**config.mk**
```make
export PLATFORM = sky130hd
export DESIGN_NAME = sorted_table_insert_delete_flat
export DESIGN_NICKNAME = d
export VERILOG_FILES = /design/src/rtl/sti_pkg.sv /design/src/rtl/sti_channels.sv /design/src/rtl/sti_cell.sv /design/src/rtl/sti_cell_row.sv /design/src/rtl/sorted_table_insert_delete.sv /design/src/flat_wrapper.sv
export SDC_FILE = /design/constraint.sdc
export NUM_CORES = 2
export LEC_CHECK = 0
export BUFFER_PORTS_ARGS = -buffer_cell sky130_fd_sc_hd__buf_4
export CORE_MARGIN = 8
export CORE_UTILIZATION = 40
export CTS_CLUSTER_DIAMETER = 80
export DETAILED_ROUTE_END_ITERATION = 16
export PLACE_DENSITY = 0.63
export SLEW_MARGIN = 40
export SYNTH_ARGS = -nofsm -noshare
export SYNTH_HDL_FRONTEND = slang
export SYNTH_HIERARCHICAL = 1
export SYNTH_SLANG_ARGS = --single-unit
```
**constraint.sdc**
```tcl
create_clock -name clock -period 11.15 [get_ports clock]
set_input_delay 2.23 -clock clock [delete_from_list [all_inputs] [get_ports clock]]
set_output_delay 2.23 -clock clock [all_outputs]
set_load 0.02 [all_outputs]
```
**src/rtl/sti_pkg.sv**
```systemverilog
// ----------------------------------------------------------------------------
// sti_pkg: shared types and constants of the sorted table
// Table depth, field widths, command and status codes, and the structs that
// pass between the cell row and the top level.
// ----------------------------------------------------------------------------
`default_nettype none

package sti_pkg;

   localparam int DEPTH          = 16;
   localparam int VALUE_W        = 32;
   localparam int ENTRY_COUNT_W  = 5;
   localparam int CNT_W          = $clog2(DEPTH + 1);

   typedef logic signed [VALUE_W-1:0] value_type;
   typedef logic [CNT_W-1:0]          count_type;

   typedef enum logic [0:0] {
      CMD_INSERT = 1'b0,
      CMD_DELETE = 1'b1
   } cmd_type;

   typedef enum logic [1:0] {
      ST_DONE      = 2'd0,
      ST_FULL      = 2'd1,
      ST_NOT_FOUND = 2'd2
   } status_type;

   // broadcast to every cell of the row
   typedef struct packed {
      logic      insert_en;
      logic      delete_en;
      value_type value;
   } cell_op_type;

   // per-cell compare results
   typedef struct packed {
      logic greater;   // occupied and value < entry
      logic equal;     // occupied and entry == value
   } cell_flags_type;

   // row summary for the top level
   typedef struct packed {
      logic      hit;
      value_type head_next;
   } row_status_type;

endpackage

`default_nettype wire

```
**src/rtl/sti_channels.sv**
```systemverilog
// ----------------------------------------------------------------------------
// sti_channels: request and response channel interfaces
// Valid/ready channels; a transfer happens when both are high at a clock edge.
// ----------------------------------------------------------------------------
`default_nettype none

interface sti_req_if;
   logic               valid;
   logic               ready;
   sti_pkg::cmd_type   cmd;
   sti_pkg::value_type value;

   modport source (output valid, output cmd, output value, input ready);
   modport sink   (input valid, input cmd, input value, output ready);
endinterface

interface sti_rsp_if;
   logic                                 valid;
   logic                                 ready;
   sti_pkg::status_type                  status;
   logic [sti_pkg::ENTRY_COUNT_W-1:0]    entry_count;
   sti_pkg::value_type                   smallest;

   modport source (output valid, output status, output entry_count, output smallest,
                   input ready);
   modport sink   (input valid, input status, input entry_count, input smallest,
                   output ready);
endinterface

`default_nettype wire

```
**src/rtl/sti_cell.sv**
```systemverilog
// ----------------------------------------------------------------------------
// sti_cell: one slot of the sorted table
// Holds one entry; on insert takes the left neighbour or the new value, on
// delete takes the right neighbour.
// ----------------------------------------------------------------------------
`default_nettype none

module sti_cell (
   input  wire                    clock,
   input  sti_pkg::cell_op_type   op,
   input  wire                    occupied,
   input  wire                    at_tail,
   input  sti_pkg::value_type     left_entry,
   input  wire                    left_greater,
   input  sti_pkg::value_type     right_entry,
   output sti_pkg::value_type     entry,
   output sti_pkg::value_type     entry_next,
   output sti_pkg::cell_flags_type flags
);
   import sti_pkg::*;

   value_type entry_ff;
   value_type entry_in;
   logic      not_less;

   always_comb begin
      flags.greater = occupied && (op.value < entry_ff);
      flags.equal   = occupied && (entry_ff == op.value);
      not_less      = occupied && !(entry_ff < op.value);

      entry_in = entry_ff;
      if (op.insert_en) begin
         if (left_greater) begin
            entry_in = left_entry;            // shift right
         end else if (flags.greater || at_tail) begin
            entry_in = op.value;              // insertion point
         end
      end else if (op.delete_en && not_less) begin
         entry_in = right_entry;              // close the gap
      end
   end

   always_ff @(posedge clock) begin
      entry_ff <= entry_in;
   end

   assign entry      = entry_ff;
   assign entry_next = entry_in;

endmodule

`default_nettype wire

```
**src/rtl/sti_cell_row.sv**
```systemverilog
// ----------------------------------------------------------------------------
// sti_cell_row: chain of table cells
// Links neighbouring cells, derives occupancy from the count and reports
// whether the request value is present and the head entry after the update.
// ----------------------------------------------------------------------------
`default_nettype none

module sti_cell_row (
   input  wire                     clock,
   input  sti_pkg::cell_op_type    op,
   input  sti_pkg::count_type      used,
   output sti_pkg::row_status_type status
);
   import sti_pkg::*;

   value_type      entry      [DEPTH];
   value_type      entry_next [DEPTH];
   cell_flags_type flags      [DEPTH];
   logic [DEPTH-1:0] equal_vec;

   for (genvar i = 0; i < DEPTH; i++) begin : g_cell
      value_type left_entry;
      logic      left_greater;
      value_type right_entry;

      if (i == 0) begin : g_head
         assign left_entry   = '0;
         assign left_greater = 1'b0;
      end else begin : g_body
         assign left_entry   = entry[i-1];
         assign left_greater = flags[i-1].greater;
      end

      if (i == DEPTH - 1) begin : g_last
         assign right_entry = '0;
      end else begin : g_inner
         assign right_entry = entry[i+1];
      end

      sti_cell u_cell (
         .clock        (clock),
         .op           (op),
         .occupied     (CNT_W'(i) < used),
         .at_tail      (CNT_W'(i) == used),
         .left_entry   (left_entry),
         .left_greater (left_greater),
         .right_entry  (right_entry),
         .entry        (entry[i]),
         .entry_next   (entry_next[i]),
         .flags        (flags[i])
      );

      assign equal_vec[i] = flags[i].equal;
   end

   assign status.hit       = |equal_vec;
   assign status.head_next = entry_next[0];

endmodule

`default_nettype wire

```
**src/rtl/sorted_table_insert_delete.sv**
```systemverilog
// ----------------------------------------------------------------------------
// sorted_table_insert_delete: bounded ascending table of signed words
// Insert and delete commands on a chain of cells, one response per command.
// ----------------------------------------------------------------------------
// Usage:
//   req carries cmd (insert or delete) and a signed 32-bit value. rsp returns
//   status (done, full, not found), entry_count after the command and the
//   smallest stored entry (zero when the table is empty).
//   Every cell compares the request value with its own entry in parallel, and
//   the entries beyond the insertion or deletion point shift by one slot in
//   the cycle of the transfer, so the response is valid the cycle after the
//   request transfer. One command per cycle is sustained while the receiver
//   takes each response without stalling.
//   The response sits in an output register; req.ready stays high while that
//   register is empty or is being emptied in the same cycle. When the
//   receiver stalls, the response holds and req.ready drops, so no command
//   is lost or reordered.
//   Reset clears the entry count and the response valid; the cell contents
//   need no clearing, as only occupied slots are ever compared or reported.
// ----------------------------------------------------------------------------
`default_nettype none

module sorted_table_insert_delete (
   input  wire         clock,
   input  wire         reset,
   sti_req_if.sink     req,
   sti_rsp_if.source   rsp
);
   import sti_pkg::*;

   count_type      used_ff;
   count_type      used_in;
   logic           rsp_valid_ff;
   logic           rsp_valid_in;
   status_type     rsp_status_ff;
   status_type     rsp_status_in;
   logic [ENTRY_COUNT_W-1:0] rsp_count_ff;
   value_type      rsp_smallest_ff;
   value_type      rsp_smallest_in;

   logic           fire;
   logic           full;
   cell_op_type    op;
   row_status_type row_status;

   // accept while the output register is free or being drained
   assign req.ready = !rsp_valid_ff || rsp.ready;
   assign fire      = req.valid && req.ready;
   assign full      = (used_ff == CNT_W'(DEPTH));

   sti_cell_row u_row (
      .clock  (clock),
      .op     (op),
      .used   (used_ff),
      .status (row_status)
   );

   always_comb begin
      op.value     = req.value;
      op.insert_en = fire && (req.cmd == CMD_INSERT) && !full;
      op.delete_en = fire && (req.cmd == CMD_DELETE) && row_status.hit;

      used_in = used_ff;
      if (op.insert_en) begin
         used_in = used_ff + 1'b1;
      end else if (op.delete_en) begin
         used_in = used_ff - 1'b1;
      end

      // status of this command; a refused or missed command leaves the table
      case (req.cmd)
         CMD_INSERT: rsp_status_in = full ? ST_FULL : ST_DONE;
         CMD_DELETE: rsp_status_in = row_status.hit ? ST_DONE : ST_NOT_FOUND;
         default:    rsp_status_in = ST_DONE;
      endcase

      // head of the table after the update; report zero once empty
      rsp_smallest_in = (used_in != '0) ? row_status.head_next : '0;

      // hold the response until it is taken, load on every request transfer
      rsp_valid_in = rsp_valid_ff && !rsp.ready;
      if (fire) begin
         rsp_valid_in = 1'b1;
      end
   end

   always_ff @(posedge clock) begin
      if (reset) begin
         used_ff      <= '0;
         rsp_valid_ff <= 1'b0;
      end else begin
         used_ff      <= used_in;
         rsp_valid_ff <= rsp_valid_in;
      end
   end

   // payload needs no reset
   always_ff @(posedge clock) begin
      if (fire) begin
         rsp_status_ff   <= rsp_status_in;
         rsp_count_ff    <= ENTRY_COUNT_W'(used_in);
         rsp_smallest_ff <= rsp_smallest_in;
      end
   end

   assign rsp.valid       = rsp_valid_ff;
   assign rsp.status      = rsp_status_ff;
   assign rsp.entry_count = rsp_count_ff;
   assign rsp.smallest    = rsp_smallest_ff;

`ifndef SYNTHESIS
   // count never passes the table depth
   a_used_bounded: assert property (@(posedge clock) disable iff (reset)
      used_ff <= CNT_W'(DEPTH))
      else $error("entry count above table depth");

   // a stalled response blocks any table update
   a_stall_holds_table: assert property (@(posedge clock) disable iff (reset)
      rsp_valid_ff && !rsp.ready |=> $stable(used_ff))
      else $error("table changed while response stalled");

   // accepted insert grows the table by exactly one
   a_insert_grows: assert property (@(posedge clock) disable iff (reset)
      fire && (req.cmd == CMD_INSERT) && !full
      |=> (used_ff == $past(used_ff) + 1'b1) && (rsp_status_ff == ST_DONE))
      else $error("insert did not add one entry");

   // missed delete leaves the count unchanged
   a_miss_keeps: assert property (@(posedge clock) disable iff (reset)
      fire && (req.cmd == CMD_DELETE) && !row_status.hit
      |=> $stable(used_ff) && (rsp_status_ff == ST_NOT_FOUND))
      else $error("missed delete changed the table");
`endif

endmodule

`default_nettype wire
```
**src/flat_wrapper.sv**
```systemverilog
// flat-port wrapper written by rule: the top's interface ports become plain ports
module sorted_table_insert_delete_flat import sti_pkg::*;
  (clock, reset, req_valid, req_cmd, req_value, req_ready, rsp_valid, rsp_status, rsp_entry_count, rsp_smallest, rsp_ready);
  sti_req_if req_i ();
  sti_rsp_if rsp_i ();
  input  wire clock;
  input  wire reset;
  input wire logic [$bits(req_i.valid)-1:0] req_valid;
  input wire logic [$bits(req_i.cmd)-1:0] req_cmd;
  input wire logic [$bits(req_i.value)-1:0] req_value;
  output wire logic [$bits(req_i.ready)-1:0] req_ready;
  output wire logic [$bits(rsp_i.valid)-1:0] rsp_valid;
  output wire logic [$bits(rsp_i.status)-1:0] rsp_status;
  output wire logic [$bits(rsp_i.entry_count)-1:0] rsp_entry_count;
  output wire logic [$bits(rsp_i.smallest)-1:0] rsp_smallest;
  input wire logic [$bits(rsp_i.ready)-1:0] rsp_ready;
  assign req_i.valid = req_valid;
  assign req_i.cmd = req_cmd;
  assign req_i.value = req_value;
  assign req_ready = req_i.ready;
  assign rsp_valid = rsp_i.valid;
  assign rsp_status = rsp_i.status;
  assign rsp_entry_count = rsp_i.entry_count;
  assign rsp_smallest = rsp_i.smallest;
  assign rsp_i.ready = rsp_ready;
  sorted_table_insert_delete u_core (.clock(clock), .reset(reset), .req(req_i), .rsp(rsp_i));
endmodule
```
### Word level (Yosys, flattened, before mapping)

Index checks and enable logic that the tools add are counted.

| word-level totals | value |
|---|---|
| input port bits | 37 |
| flip-flop bits (word level) | 557 |
| ROM bits | 0 |
| bits in latches | 0 |
| logic and storage cells | 327 |
| memories | 0 |
| RAM bits | 0 |

| operators by class | value |
|---|---|
| reduce and logical (&&, ||, !) cells | 139 |
| add/subtract/negate cells | 2 |
| bitwise gates (word level) | 1 |
| shifts and indexed selects | 0 |
| $mul | 0 |
| order comparisons | 48 |
| mux-type cells | 69 |
| equality and inequality tests | 47 |
| divide/modulo/power cells | 0 |

Operator list:

| cell | count |
|---|---|
| $mux W32 | 63 |
| $lt A32 B32 Y1 | 32 |
| $eq A32 B32 Y1 | 16 |
| $logic_and A1 B1 Y1 | 70 |
| $ne A3 B3 Y1 const B | 15 |
| $eq A4 B5 Y1 const A | 8 |
| $lt A4 B5 Y1 const A | 8 |
| $reduce_and A2 Y1 | 15 |
| $reduce_bool A2 Y1 | 15 |
| $eq A3 B5 Y1 const A | 4 |
| $lt A3 B5 Y1 const A | 4 |
| $logic_not A1 Y1 | 19 |
| $logic_or A1 B1 Y1 | 17 |
| $reduce_or A16 Y1 | 1 |
| $eq A2 B5 Y1 const A | 2 |
| $lt A1 B5 Y1 const A | 2 |
| $lt A2 B5 Y1 const A | 2 |
| $mux W5 | 2 |
| $add A5 B1 Y5 const B | 1 |
| $eq A1 B5 Y1 const A | 1 |
| $eq A5 B5 Y1 const B | 1 |
| $logic_not A5 Y1 | 1 |
| $reduce_bool A5 Y1 | 1 |
| $sub A5 B1 Y5 const B | 1 |
| 4 further kinds | 5 |

### Depth between registers and ports, before layout

| depth | value |
|---|---|
| word-level depth | 8 |
| depth in mapped cells | 17 |

### Modules after synthesis

Netlist, hierarchy kept.

Modules (own cells, without submodules):

| module | sequential area each (sq um) | times used | area each (sq um) | cells each |
|---|---|---|---|---|
| sti_cell | 640.6 | 16 | 3719.8 | 503 |
| sorted_table_insert_delete | 1291.2 | 1 | 1949.4 | 137 |
| sti_cell_row | 0.0 | 1 | 295.3 | 58 |

### Worst setup path after synthesis

No wires, ideal clock.

| timing path | value |
|---|---|
| path type | input to register |
| start | input req_value[31] |
| end | register u_core.rsp_smallest_ff[1], in the netlist u_core/rsp.smallest[1], data pin |
| library setup time | 0.267 ns |
| data required time | 10.883 ns |
| arrival time | 5.259 ns |
| setup slack | 5.624 ns |
| stages | 17 |
| cell sequence | inv_1 ha_1 nand4_2 nor4_1 nand3_1 nor2_1 nor4_1 nand4_1 nand2_1 or3_4 inv_1 and2_1 buf_1 o21a_1 clkbuf_1 o311ai_1 a21boi_1 |

RTL lines:

| item | line | source |
|---|---|---|
| start, declared | flat_wrapper.sv:10 | `input wire logic [$bits(req_i.value)-1:0] req_value;` |
| end signal, assigned | sorted_table_insert_delete.sv:102 | `rsp_smallest_ff <= rsp_smallest_in;` |
| end, declared | sorted_table_insert_delete.sv:38 | `value_type rsp_smallest_ff;` |

==> results by group <==
Finish
  • Commonest non-fill, non-tap cell in the layout: inv_1
  • Commonest cells after routing, fill and taps aside: inv_1, a21oi_1, nor2_1, dfxtp_1, ha_1
  • Layout cells sized above 1: about 19%
  • NumNets Final: 8330
  • Cell area after layout: 65900 um^2
  • Final Core Density: a little over two fifths
  • Layout area overhead: 6.66%
  • Post-route non-filler standard cell count: between 9000 and 10000

Place
  • GPL Wtd Cong: about 0.91
  • Placed inst area: around 63000 um^2
  • Input/output buffers: between 70 and 80
  • Placed wire-length estimate: between 150 and 200 mm
  • Cell total after placement: between 9000 and 10000

Critical path
  • Crit Reg-Reg Endpoint: u_core/rsp.smallest[9]
  • Worst r2r src: u_core/used_ff[3]
  • Worst setup path category: input port to flop
  • CP Launch Type: input port
  • Setup crit end kind: flop
  • Depth of the worst register-to-register path: 15
  • Reg2reg setup slack: just over 5 ns
  • Worst Setup SP: req_value[31]
  • Largest fanout on the critical path: 33
  • Critical Path AT: about 8.1 ns
  • CP Data Required Time: roughly 12 ns

Die
  • I/O pin cnt: 78
  • Starting density of the core: 40.2%
  • Row cnt: around 140
  • DIE AREA: between 150000 and 200000 um^2
  • Die Height: roughly 410 um
  • Core area: ~150000 um^2
  • Die X: around 410 um

Routing
  • Final wirelength: 228 mm
  • Final ANT Viol Nets: 0
  • DR pass1 iterations: 7
  • Vias: between 60000 and 70000
  • Vias per cell: about 6.5
  • Drt drc: 0
  • Initial DRC count: ~7200
  • WL/cell: 23.1 um

CTS
  • Clk slew on worst S/H paths: around 0.06 ns
  • Total clock sinks: between 500 and 600
  • Clock Latency Late Sink: ~0.7 ns
  • Longest Clk Path Bufs: 3
  • CTS H-tree lvls: 3
  • Post-CTS Resized: 0
  • Root buffer cell: clkbuf_16
  • CTS tree: built
  • Hold-fix buffers, CTS: 0
  • Post-CTS Setup Bufs: 0
  • Total CTS buffers: 75

GRT
  • Gr usage total: approximately a quarter
  • Largest net degree at the start of global routing: 110
  • Vias in the first global route: 60700
  • First-pass GRT wire length: approximately 350 mm
  • GRT Residual Overflow: 0
  • Initial antenna violation count: 4

Power and ir drop
  • VDD IR max: 109 uV
  • Leak: around 27 nW
  • Final Total Pwr: between 0.01 and 0.015 W
  • PD cells: approximately 150 nW/um^2

STA
  • Final hold violations: 0
  • Post-route setup TNS: 0 ns
  • Final setup fails: 0
  • Min cycle time layout: slightly below 8 ns
  • Max Freq: 130 MHz
  • Final worst-path cycle share: between 60% and 70%
  • Worst Max-Slew Pin Slew: ~0.89 ns
  • Final max-slew violation count: 0
  • Unrepaired setup endpoints after global routing: false
  • Clock Skew: 0.0263 ns
  • Worst slew margin: approximately 40%

Hold path
  • Hold Startpoint: u_core/u_row/g_cell[15].u_cell/entry[30]
  • Hold path cells: 2
  • Min-Delay Endpoint: u_core/u_row/g_cell[15].u_cell/entry[30]
  • Min-Delay Path Class: flop to flop

Synthesis
  • Syn_area_per_cell: 7.49 um^2
  • Ys Warns: 6
  • Synthesized cell area: approximately 62000 um^2
  • Post-Syn Instances: between 8000 and 9000

Status
  • Status: finished, final reports clean

Run
  • # Max-Cap Violations: 0
[flip-flops by register name, indices dropped and copies added (netlist names)]
name	flops
u_core/u_row/g_cell.u_cell/entry	512
u_core/rsp.smallest	32
u_core/rsp.entry_count	5
u_core/used_ff	5
u_core/rsp.status	2
u_core/rsp.valid	1
[power breakdown]
| group | total, W | internal (W) | switching (W) |
|---|---|---|---|
| registers | 0.00345 | 0.00256 | 0.000892 |
| clock network | 0.00261 | 0.00156 | 0.00105 |
| logic | 0.00401 | 0.00160 | 0.00241 |
[worst max-delay path: stages]
cell and delay (ns):
buf_4 0.49, inv_1 0.12, ha_1 0.45, nand4_2 0.20
nor4_1 0.70, nand3_1 0.21, nor2_1 0.41, nor4_1 0.21
nand4_1 0.39, nand2_1 0.13, or3_4 0.37, inv_1 0.33
and2_1 0.19, buf_4 0.31, o21a_1 0.51, buf_4 0.40
o311ai_1 0.22, a21boi_1 0.20
[worst max-delay path by stage]
| stage | endpoint | slack [ns] | cells after the start |
|---|---|---|---|
| floorplan | u_core/rsp.smallest[1] | 5.62 | 17 |
| global placement | u_core/u_row/g_cell[8].u_cell/entry[12] | 2.73 | 16 |
| detailed placement | u_core/rsp.smallest[13] | 2.95 | 18 |
| CTS | u_core/rsp.smallest[31] | 3.68 | 18 |
| global route | u_core/rsp.smallest[13] | 3.32 | 18 |
| finish | u_core/rsp.smallest[9] | 3.45 | 18 |
[layer usage]
layer	vias to the layer above	wire length (um)	share of wire (%)	global-route usage, %
li1	29600	-	-	-
met1	31000	95100	42	33.1
met2	3077	105000	46	41.4
met3	694	17300	7.6	3.51
met4	4	11100	4.8	12.1
met5	-	26	0.011	0
[area by class of cell]
class                   instances  area, um^2
fillers                     15400       87800
multi-input cells            5328       41400
flip-flops and latches        557       11500
inverters                    1577        5960
well taps                    2044        2560
clock buffers                 107        2160
repair buffers                240        1870
clock inverters                32         422
diodes                          1        2.50
[per-stage QoR]
stage,hold slack [ns],worst slack (ns)
global placement,0.526,2.73
floorplan,0.495,5.62
detailed placement,0.531,2.95
finish,0.543,3.45
global route,0.564,3.32
CTS,0.538,3.68
No activity file was read; power rests on OpenSTA's default activity.
